`config.mk`:
```
export PLATFORM = sky130hd
export DESIGN_NAME = jsmd_front
export DESIGN_NICKNAME = d
export VERILOG_FILES = /design/src/hdl/jsmd_pkg.sv /design/src/hdl/jsmd_front.sv
export SDC_FILE = /design/constraint.sdc
export NUM_CORES = 1
export LEC_CHECK = 0
export ABC_CLOCK_PERIOD_IN_PS = 1770
export BUFFER_PORTS_ARGS = -buffer_cell sky130_fd_sc_hd__buf_2
export CORE_MARGIN = 2
export CORE_UTILIZATION = 36
export CTS_CLUSTER_DIAMETER = 150
export DETAILED_ROUTE_END_ITERATION = 7
export GPL_TIMING_DRIVEN = 0
export PLACE_DENSITY = 0.81
export SYNTH_ARGS = -nofsm -noshare
export SYNTH_HDL_FRONTEND = slang
export SYNTH_SLANG_ARGS = --single-unit
```
`constraint.sdc`:
```
create_clock -name aclk -period 1.77 [get_ports aclk]
set_clock_uncertainty 0.1 [all_clocks]
set_input_delay 0.177 -clock aclk [delete_from_list [all_inputs] [get_ports aclk]]
set_output_delay 0.177 -clock aclk [all_outputs]
set_load 0.005 [all_outputs]
```
`src/hdl/jsmd_pkg.sv`:
```
// ----------------------------------------------------------------------------
// jsmd_pkg
// Shared field widths, configuration register indexes and the command and
// result structures of the job-shop schedule decoder.
// ----------------------------------------------------------------------------
package jsmd_pkg;

    localparam int JOB_W      = 5;
    localparam int STEP_W     = 5;
    localparam int MACHINE_W  = 5;
    localparam int DUR_W      = 16;
    localparam int CFG_W      = 6;
    localparam int CFG_ADDR_W = 1;
    localparam int OUT_TIME_W = 32;

    // Number of distinct codes a stored machine field can hold
    localparam int MACHINE_CODES = 2 ** MACHINE_W;

    // Configuration register indexes
    localparam logic [CFG_ADDR_W-1:0] CFG_NUM_JOBS     = 1'b0;
    localparam logic [CFG_ADDR_W-1:0] CFG_NUM_MACHINES = 1'b1;

    localparam logic [CFG_W-1:0] NUM_JOBS_RST     = 6'd32;
    localparam logic [CFG_W-1:0] NUM_MACHINES_RST = 6'd32;

    // Input data word: job, step, machine, duration from the lowest bit up
    localparam int S_TDATA_W = 32;
    // Result data word: op_start, op_end, machine_used, makespan
    localparam int M_TDATA_W = 104;

    // Command classified by the front end and queued for the back end
    typedef struct packed {
        logic                 is_load;
        logic                 load_ok;
        logic                 job_ok;
        logic [JOB_W-1:0]     job;
        logic [STEP_W-1:0]    step;
        logic [MACHINE_W-1:0] machine;
        logic [DUR_W-1:0]     duration;
        logic                 last;
    } cmd_t;

    typedef struct packed {
        logic                  is_last;
        logic                  bad_item;
        logic [OUT_TIME_W-1:0] makespan;
        logic [MACHINE_W-1:0]  machine_used;
        logic [OUT_TIME_W-1:0] op_end;
        logic [OUT_TIME_W-1:0] op_start;
    } res_t;

endpackage

```
`src/hdl/jsmd_front.sv`:
```
// ----------------------------------------------------------------------------
// jsmd_front
// Input stage: accept a transaction, classify it as load or schedule and
// check its indexes, then hand it to the command queue.
// ----------------------------------------------------------------------------
module jsmd_front #(
    parameter int MAX_JOBS     = 32,
    parameter int MAX_MACHINES = 32
) (
    input  logic                          aclk,
    input  logic                          aresetn,
    input  logic [jsmd_pkg::CFG_W-1:0]    num_jobs,
    input  logic                          s_tvalid,
    output logic                          s_tready,
    input  logic [jsmd_pkg::S_TDATA_W-1:0] s_tdata,
    input  logic                          s_tuser,
    input  logic                          s_tlast,
    output logic                          cmd_valid,
    input  logic                          cmd_ready,
    output jsmd_pkg::cmd_t                cmd
);
    import jsmd_pkg::*;

    logic valid_reg;
    cmd_t cmd_reg;
    cmd_t cmd_next;
    logic [JOB_W-1:0]  job_in;
    logic [STEP_W-1:0] step_in;

    assign job_in  = s_tdata[JOB_W-1:0];
    assign step_in = s_tdata[JOB_W +: STEP_W];

    always_comb begin
        cmd_next.is_load  = !s_tuser;
        cmd_next.load_ok  = (32'(job_in) < 32'(MAX_JOBS)) && (32'(step_in) < 32'(MAX_MACHINES));
        cmd_next.job_ok   = (32'(job_in) < 32'(num_jobs)) && (32'(job_in) < 32'(MAX_JOBS));
        cmd_next.job      = job_in;
        cmd_next.step     = step_in;
        cmd_next.machine  = s_tdata[JOB_W+STEP_W +: MACHINE_W];
        cmd_next.duration = s_tdata[JOB_W+STEP_W+MACHINE_W +: DUR_W];
        cmd_next.last     = s_tlast;
    end

    assign s_tready = !valid_reg || cmd_ready;

    always_ff @(posedge aclk) begin
        if (!aresetn) begin
            valid_reg <= 1'b0;
        end else if (s_tready) begin
            valid_reg <= s_tvalid;
        end
    end

    always_ff @(posedge aclk) begin
        if (s_tready && s_tvalid) begin
            cmd_reg <= cmd_next;
        end
    end

    assign cmd_valid = valid_reg;
    assign cmd       = cmd_reg;

endmodule

```
==> flow_metrics.tcl <==
set metrics [dict create \
    status "completed" \
    die_w_um 61.34 \
    syn_nets 103 \
    relSlewSlack_pct 50.05 \
    timing.final.crit_share_pct 89.34 \
    netlist_area_mm2 0.001184 \
    largest_reg_flops 34 \
    endpoint_kind "flip-flop" \
    grt_max_degree 35 \
    reg2reg_from "cmd_valid" \
    start_util_pct 38.15 \
    postRouteAntennaNets 0 \
    finalNonFillerCells 218 \
    rows 20 \
    cts_max_level 2 \
    gr-total-overflow 0 \
    final_max_slew_viol_count 0 \
    drtPass1Iterations 4 \
    yosys_warnings 0 \
    antenna_cells 0 \
    synthTopCellsByArea "edfxtp_1 86%, ha_1 4.2%, inv_1 1.9%, dfxtp_1 1.7%, a211o_2 0.85%" \
    die_h_um 61.34 \
    core_area_mm2 0.003103 \
    syn_avg_cell_area_um2 21.52 \
    port_buffers 78 \
    grt_pass1_wl_mm 4.243 \
    cts_buffers 5 \
    setup_ws_ps 188.7 \
    vias 957 \
    hold_class "input port to flip-flop" \
    hold_viol_final 0 \
    yosysSeqAreaShare_pct 87.95 \
    die_area_mm2 0.003763 \
    async_flop_share_pct 0 \
    drc 0 \
    clkSinkCount 35 \
    cts_max_path_buffers 2 \
    drtIter0Drc 17 \
    required_ps 1860 \
    post-route-cell-area_mm2 0.002017 \
    tritoncts "done" \
    clk_latency_ps 310 \
    wirelength_mm 3.096 \
    dp.cells 177 \
    reg2reg_depth 2 \
    antenna_found_initial 0 \
    grt_pass1_vias 954 \
    root_buffer "clkbuf_4" \
    maxCapViolCount 0 \
    ys_ff_latch 35 \
    layout.nets 222 \
    synth_ff_type "edfxtp_1" \
    post-dp-hpwl_mm 1.882 \
    cts.clk_slew.worst_paths_ps 90 \
    critical_path_arrival_ps 1670 \
    post_cts_buffers 0 \
    setup_viol 0 \
    finalCriticalPeriod_ps 1581 \
    dpl_worst_slack_ps -275.6 \
    synth_cell_types 14 \
    rsz0062_at_grt "no" \
    r2r-end "cmd[2]" \
    worst_pin_slew_ps 749.3 \
    path_max_fanout 2 \
    dpl_cell_area_mm2 0.001629 \
    p_leak_nw 0.9006 \
    crit_end "cmd[32]" \
    setup-tns-final_ps 0 \
    synth_top_area_share_pct 86.26 \
    place.gp.congestion 0.6591 \
    yosys.area.top_type "edfxtp_1" \
    max_freq_mhz 632.4 \
    worstSetupStartpointType "input port" \
    yosysMostFrequentCell "edfxtp_1" \
    synth_edf_count 34 \
    viasPerCell 4.390 \
    vdd_drop_max_uv 513.1 \
    layout-drive-gt1-share_pct 50.00 \
    total_power_mw 1.559 \
    fin_util_pct 65.00 \
    ys_top_cells_by_count "34 x edfxtp_1, 6 x inv_1, 4 x ha_1" \
    path_class "input port to flip-flop" \
    synth_cells 55 \
    critPathLaunch "s_tdata[1]" \
    post_drt_wl_per_cell_um 14.20 \
    track_usage_pct 16.93 \
    pin_count 81 \
    r2r_slack_ps 210 \
    powerDensity_mw_per_mm2 773.0 \
    holdWs_ps 24.30 \
    area_delta_synth_final_pct 70.40 \
]
==> per-layer routing <==
metal | GRT usage [%] | share of wire (%)
met1 | 15.46 | 32
met2 | 30.85 | 52
met3 | 7.773 | 13
met4 | 9.119 | 2.4
met5 | 0 | 0
==> critical path, cell delays in order <==
cell,delay [ps]
dlygate4sd3_1,530
buf_2,130
ha_1,190
or3b_1,380
o2111ai_1,110
a211o_2,150
==> worst min path at each step <==
| stage | slack (ps) | start | depth (start not counted) | end |
|---|---|---|---|---|
| 2_1_floorplan | 180 | s_tlast | 0 | cmd[0] |
| 3_3_place_gp | 250 | s_tdata[7] | 1 | cmd[24] |
| 3_5_place_dp | 260 | s_tdata[10] | 1 | cmd[17] |
| 4_1_cts | 2 | s_tuser | 2 | cmd[34] |
| 5_1_grt | 20 | s_tuser | 2 | cmd[34] |
| 6_report | 20 | s_tuser | 2 | cmd[34] |
==> area by class of cell <==
cell class | count | area (µm²)
Fill cell | 226 | 1086
Sequential cell | 35 | 1041
Timing Repair Buffer | 112 | 730.7
Multi-Input combinational cell | 13 | 113.9
Tap cell | 44 | 55.05
Clock buffer | 5 | 37.54
Inverter | 6 | 22.52
Clock inverter | 2 | 8.758
Buffer | 1 | 7.507
==> cells in the final DEF (no fill, tap or decap) <==
cell type | Yosys | final
buf_2 | 0 | 78
dfxtp_1 | 1 | 1
nor2_1 | 1 | 1
nand2b_1 | 1 | 1
dlygate4sd3_1 | 0 | 34
a211o_2 | 1 | 1
inv_1 | 6 | 6
or3b_1 | 1 | 1
clkbuf_4 | 0 | 5
o2111ai_1 | 1 | 1
buf_4 | 1 | 1
ha_1 | 4 | 4
and2_2 | 0 | 1
a21boi_0 | 1 | 1
a211oi_1 | 1 | 1
conb_1 | 1 | 1
clkinv_2 | 0 | 1
clkinv_1 | 0 | 1
edfxtp_1 | 34 | 34
==> logic make-up after synthesis <==
group | Yosys count | share of synthesized area [%]
buffers and inverters | 7 | 2.537
AO/OA/AOI/OAI | 4 | 2.855
flip-flops | 35 | 87.95
adder cells (fa/ha/maj) | 4 | 4.228
AND/OR/NAND/NOR | 4 | 2.115
other | 1 | 0.3168
==> repair_timing <==
action,in CTS,in global routing
hold endpoints to repair,32,2
setup endpoints to repair,34,0
resized for setup,1,0
hold buffers,32,2
==> where the power goes <==
part           internal (mW)  total [mW]  switching [mW]
combinational          0.124       0.204          0.0808
sequential             0.966       0.979          0.0130
clock                  0.141       0.375           0.234
total                   1.23        1.56           0.328
Note: power is estimated with default switching activity, not from simulation.
