### src/hdl/jsmd_pkg.sv
// ----------------------------------------------------------------------------
// jsmd_pkg
// Shared field widths, configuration register indexes and the command and
// result structures of the job-shop schedule decoder.
// ----------------------------------------------------------------------------
package jsmd_pkg;

    localparam int JOB_W      = 5;
    localparam int STEP_W     = 5;
    localparam int MACHINE_W  = 5;
    localparam int DUR_W      = 16;
    localparam int CFG_W      = 6;
    localparam int CFG_ADDR_W = 1;
    localparam int OUT_TIME_W = 32;

    // Number of distinct codes a stored machine field can hold
    localparam int MACHINE_CODES = 2 ** MACHINE_W;

    // Configuration register indexes
    localparam logic [CFG_ADDR_W-1:0] CFG_NUM_JOBS     = 1'b0;
    localparam logic [CFG_ADDR_W-1:0] CFG_NUM_MACHINES = 1'b1;

    localparam logic [CFG_W-1:0] NUM_JOBS_RST     = 6'd32;
    localparam logic [CFG_W-1:0] NUM_MACHINES_RST = 6'd32;

    // Input data word: job, step, machine, duration from the lowest bit up
    localparam int S_TDATA_W = 32;
    // Result data word: op_start, op_end, machine_used, makespan
    localparam int M_TDATA_W = 104;

    // Command classified by the front end and queued for the back end
    typedef struct packed {
        logic                 is_load;
        logic                 load_ok;
        logic                 job_ok;
        logic [JOB_W-1:0]     job;
        logic [STEP_W-1:0]    step;
        logic [MACHINE_W-1:0] machine;
        logic [DUR_W-1:0]     duration;
        logic                 last;
    } cmd_t;

    typedef struct packed {
        logic                  is_last;
        logic                  bad_item;
        logic [OUT_TIME_W-1:0] makespan;
        logic [MACHINE_W-1:0]  machine_used;
        logic [OUT_TIME_W-1:0] op_end;
        logic [OUT_TIME_W-1:0] op_start;
    } res_t;

endpackage

### src/hdl/jsmd_queue.sv
// ----------------------------------------------------------------------------
// jsmd_queue
// Two-entry command queue between the front end and the back end.
// ----------------------------------------------------------------------------
module jsmd_queue (
    input  logic           aclk,
    input  logic           aresetn,
    input  logic           push_valid,
    output logic           push_ready,
    input  jsmd_pkg::cmd_t push_cmd,
    output logic           pop_valid,
    input  logic           pop_ready,
    output jsmd_pkg::cmd_t pop_cmd
);
    import jsmd_pkg::*;

    cmd_t       slot_reg [2];
    logic       wr_ptr_reg;
    logic       rd_ptr_reg;
    logic [1:0] count_reg;
    logic       push;
    logic       pop;

    assign push_ready = (count_reg != 2'd2);
    assign pop_valid  = (count_reg != 2'd0);
    assign push       = push_valid && push_ready;
    assign pop        = pop_valid && pop_ready;
    assign pop_cmd    = slot_reg[rd_ptr_reg];

    always_ff @(posedge aclk) begin
        if (!aresetn) begin
            wr_ptr_reg <= 1'b0;
            rd_ptr_reg <= 1'b0;
            count_reg  <= 2'd0;
        end else begin
            if (push) begin
                wr_ptr_reg <= !wr_ptr_reg;
            end
            if (pop) begin
                rd_ptr_reg <= !rd_ptr_reg;
            end
            if (push && !pop) begin
                count_reg <= count_reg + 2'd1;
            end else if (pop && !push) begin
                count_reg <= count_reg - 2'd1;
            end
        end
    end

    always_ff @(posedge aclk) begin
        if (push) begin
            slot_reg[wr_ptr_reg] <= push_cmd;
        end
    end

endmodule

### config.mk
export PLATFORM = sky130hd
export DESIGN_NAME = jsmd_queue
export DESIGN_NICKNAME = d
export VERILOG_FILES = /design/src/hdl/jsmd_pkg.sv /design/src/hdl/jsmd_queue.sv
export SDC_FILE = /design/constraint.sdc
export NUM_CORES = 1
export LEC_CHECK = 0
export BUFFER_PORTS_ARGS = -buffer_cell sky130_fd_sc_hd__buf_2
export CAP_MARGIN = 10
export CORE_UTILIZATION = 25
export CTS_BUF_LIST = sky130_fd_sc_hd__clkbuf_4
export CTS_CLUSTER_DIAMETER = 60
export DETAILED_ROUTE_END_ITERATION = 7
export MAX_ROUTING_LAYER = met4
export PLACE_DENSITY_LB_ADDON = 0.08
export SETUP_SLACK_MARGIN = 0.1
export SLEW_MARGIN = 20
export SYNTH_ARGS = -nofsm -noshare
export SYNTH_HDL_FRONTEND = slang
export SYNTH_SLANG_ARGS = --single-unit
### constraint.sdc
create_clock -name aclk -period 1.78 [get_ports aclk]
set_input_delay 0 -clock aclk [delete_from_list [all_inputs] [get_ports aclk]]
set_output_delay 0 -clock aclk [all_outputs]
set_load 0.01 [all_outputs]
==> results.md <==
| Metric | Reported | Unit |
|:---|:---|:---|
| Slew Limit Headroom | 0.802 | - |
| Via/cell ratio | 3.96 | - |
| Number of synthesized register bits | 75 | - |
| P_sw | 1.32 | mW |
| Final-report hold violation count | 0 | - |
| Area Overhead vs Synth | 39.5 | % |
| Die outline area | 0.0115 | mm^2 |
| # resized after CTS | 0 | - |
| Fraction of power consumed by the clock network | 0.196 | - |
| Number of sinks driven by the clock tree | 75 | - |
| Final setup violating endpoints | 0 | - |
| Unrepaired setup endpoints after global routing | false | - |
| Combined global-route utilization of all metal layers | 0.0999 | - |
| Clock tree from TritonCTS | done | - |
| Maximum vdd ir drop | 0.000646 | V |
| Clock period minus final worst setup slack | 1.58 | ns |
| Global-route wire length before repair | 8.15 | mm |
| Flip-flop count of the largest register after layout | 70 | - |
| Maximum number of pins on one net before global-route repair | 23 | - |
| DRC | 0 | - |
| Share of the synthesized area in the top cell type | 0.762 | - |
| Post-placement setup slack | 0.238 | ns |
| Root buffer cell | sky130_fd_sc_hd__clkbuf_4 | - |
| Post-Syn Area | 0.00276 | mm^2 |
| Min-Delay Startpoint | pop_ready | - |
| Reg2Reg Launch Point | count_reg[0] | - |
| Die X | 107 | um |
| Slowest cell on the critical path | sky130_fd_sc_hd__dfxtp_1 | - |
| Seq pwr share | 0.505 | - |
| Initial antenna violation count | 0 | - |
| Most used standard cell by instance count after synthesis | sky130_fd_sc_hd__edfxtp_1 | - |
| Type of the setup path with the least slack | reg -> reg | - |
| H-tree depth | 3 | - |
| Max-slew violations | 0 | - |
| Chip height | 107 | um |
| Leading cell types by total area after synthesis | sky130_fd_sc_hd__edfxtp_1 76%, sky130_fd_sc_hd__mux2_2 14%, sky130_fd_sc_hd__dfxtp_1 3.6%, sky130_fd_sc_hd__and2_1 0.91%, sky130_fd_sc_hd__buf_2 0.73% | - |
| Critical Path Source Type | flop | - |
| GP Congestion | 0.696 | - |
| Worst skew pair latency | 0.40 | ns |
| Layout cells sized above 1 | 0.525 | - |
| Worst hold-check path type | in -> reg | - |
| Cell internal power dissipation | 3.19 | mW |
| Kind of cell with the highest combined delay on the critical path | simple AND/OR/NAND/NOR gates | - |
| Final worst clock skew | 0.0117 | ns |
| Setup crit end kind | flop | - |
| Port buffer count | 75 | - |
| Static Leak | 1.44 | nW |
| Worst Max-Slew Pin Slew | 0.297 | ns |
| Number of global-route vias before repair | 1661 | - |
| Final total negative setup slack | 0 | ns |
| Remaining antenna violation count | 0 | - |
| Min setup slack post-route | 0.202 | ns |
| Cell chain of the critical path | nand2b_4 -> and2_1 -> ha_1 -> or3_1 -> a21boi_1 | - |
| Number of distinct library cell variants in the gate-level netlist after synthesis | 19 | - |
| Total instance count after detailed placement | 346 | - |
| Crit-path max FO | 5 | - |
| Post-Route WL | 5.35 | mm |
| Number of cells produced by synthesis | 133 | - |
| Final-layout worst hold slack | 0.0704 | ns |
| Number of flops mapped to enable cells by yosys | 70 | - |
| Data arrival time of the worst path | 1.92 | ns |
| Mean Syn Cell Area | 20.7 | um^2 |
| Initial Utilization | 0.263 | - |
| Highest clock rate | 634 | MHz |
| Drt first pass iters | 4 | - |
| Top flip-flop cell by instance count after synthesis | sky130_fd_sc_hd__edfxtp_1 | - |
| Detailed Place HPWL | 3.40 | mm |
| Number of antenna diodes | 0 | - |
| Number of top-level pins | 76 | - |
| Outcome | finished clean | - |
| Sequential area share after synthesis | 0.798 | - |
| Via total after detailed routing | 1581 | - |
| FFs w/ async S/R, synth | 0 | - |
| Clock edge transition at the registers on the reported setup and hold paths | 0.12 | ns |
| Non-filler cells in the finished layout | 399 | - |
| Number of DRC violations after detailed-routing iteration 0 | 25 | - |
| Global-route congestion overflow total | 0 | - |
| Yosys warning total | 0 | - |
| Post-layout nets | 298 | - |
| Switching power as a share of total power | 0.292 | - |
| Critical Path Max Stage Delay | 0.38 | ns |
| Part of the cycle the worst path needs | 0.887 | - |
| Count of maximum capacitance violations | 0 | - |
| Clock tree buffer depth | 2 | - |
| Total buffers and inverters traversed by the critical path | 0 | - |
| Fraction of power consumed by combinational cells | 0.299 | - |
| Required time at the worst-slack endpoint | 2.13 | ns |
| Area of the core | 0.0105 | mm^2 |
| Cts bufs inserted | 9 | - |
| Total nets after synthesis | 173 | - |
| Commonest cells in the synthesized netlist | 70 x sky130_fd_sc_hd__edfxtp_1, 35 x sky130_fd_sc_hd__mux2_2, 5 x sky130_fd_sc_hd__dfxtp_1, 4 x sky130_fd_sc_hd__and2_1, 4 x sky130_fd_sc_hd__buf_2 | - |
| Start point of the critical path | count_reg[0] | - |
| Dominant cell type by area after synthesis | sky130_fd_sc_hd__edfxtp_1 | - |
| Std-Cell Rows | 37 | - |
| Power Density | 1170 | mW/mm^2 |
| Routed length per instance | 13.4 | um |
[tightest hold or removal path, delay by kind of cell]
kind / cells / cell delay (ns)
buffers and inverters: 1 / 0.08
xor gates and xnor gates: 1 / 0.16
AOI/OAI and AO/OA: 1 / 0.09
and+or+nand+nor: 1 / 0.11
[per-layer routing]
| layer | wire, um | up-vias | GRT usage | part of all wire |
|---|---|---|---|---|
| li1 | - | 769 | - | - |
| met5 | 0 | - | - | 0 |
| met2 | 2440 | 55 | 0.158 | 0.46 |
| met3 | 329 | 7 | 0.0371 | 0.062 |
| met4 | 70 | 0 | 0.0382 | 0.013 |
| met1 | 2510 | 750 | 0.116 | 0.47 |
[placed cells by master, fill, tap and decap left out]
cell type                       count
sky130_fd_sc_hd__nand3b_1           1
sky130_fd_sc_hd__xor2_1             1
sky130_fd_sc_hd__o21ai_1            1
sky130_fd_sc_hd__a21bo_2            1
sky130_fd_sc_hd__ha_1               1
sky130_fd_sc_hd__a21boi_1           1
sky130_fd_sc_hd__dfxtp_1            4
sky130_fd_sc_hd__or3_1              1
sky130_fd_sc_hd__clkinv_4           2
sky130_fd_sc_hd__clkbuf_4          10
sky130_fd_sc_hd__dlygate4sd3_1     37
sky130_fd_sc_hd__clkinv_2           3
sky130_fd_sc_hd__buf_2             75
sky130_fd_sc_hd__nand2b_4           1
sky130_fd_sc_hd__and3_2             1
sky130_fd_sc_hd__inv_6              1
sky130_fd_sc_hd__xnor2_1            2
sky130_fd_sc_hd__mux2_2            35
sky130_fd_sc_hd__clkinvlp_4         1
sky130_fd_sc_hd__edfxtp_1          70
sky130_fd_sc_hd__buf_12             2
sky130_fd_sc_hd__buf_4              4
sky130_fd_sc_hd__a21boi_0           1
sky130_fd_sc_hd__o21ai_0            1
sky130_fd_sc_hd__dfxtp_2            1
sky130_fd_sc_hd__and2_1             4
sky130_fd_sc_hd__or2_2              1
[power groups by stage]
| stage | registers [mW] | logic (mW) | clock network [mW] |
|---|---|---|---|
| after floorplan | 2.30 | 0.806 | 0 |
| after global placement | 2.32 | 1.33 | 0 |
| after detailed placement | 2.32 | 1.31 | 0 |
| after CTS | 2.28 | 1.39 | 0.954 |
| after global routing | 2.30 | 1.47 | 1.00 |
| final | 2.28 | 1.35 | 0.885 |
[area by class of cell]
class                           count  area [um^2]
Sequential cell                    75         2200
Timing Repair Buffer              118          816
Multi-Input combinational cell     53          534
Inverter                            1         7.51
Clock inverter                      6         41.3
Clock buffer                       10         75.1
Fill cell                        1026         6660
Tap cell                          136          170
[logic make-up after synthesis]
kind of cell    share of synthesized area
flops                               0.798
mux                                 0.143
simple gates                       0.0236
compound gates                     0.0127
buf+inv                           0.00862
xor+xnor                          0.00953
fa+ha+maj                         0.00453
[repair_timing]
action	CTS	global route
endpoints found under the setup margin	0	0
hold buffers	37	0
endpoints found under the hold margin	75	0
buffers inserted	0	0
[path summary, 6_finish.rpt]
check / cells after the start / slack [ns] / to
worst max register to register: 5 / 0.20 / count_reg[1]
worst min-delay path: 4 / 0.07 / rd_ptr_reg
worst min register to register: 2 / 0.56 / count_reg[1]
worst max-delay path: 5 / 0.20 / count_reg[1]
[stage by stage]
stage                util  area, um^2  power [mW]
floorplan               -        2760        3.11
global placement    0.320        3360        3.64
detailed placement  0.320        3360        3.63
CTS                 0.366        3850        4.62
global route        0.366        3850        4.77
finish              0.366        3850        4.51
(Power assumes the default switching activity.)
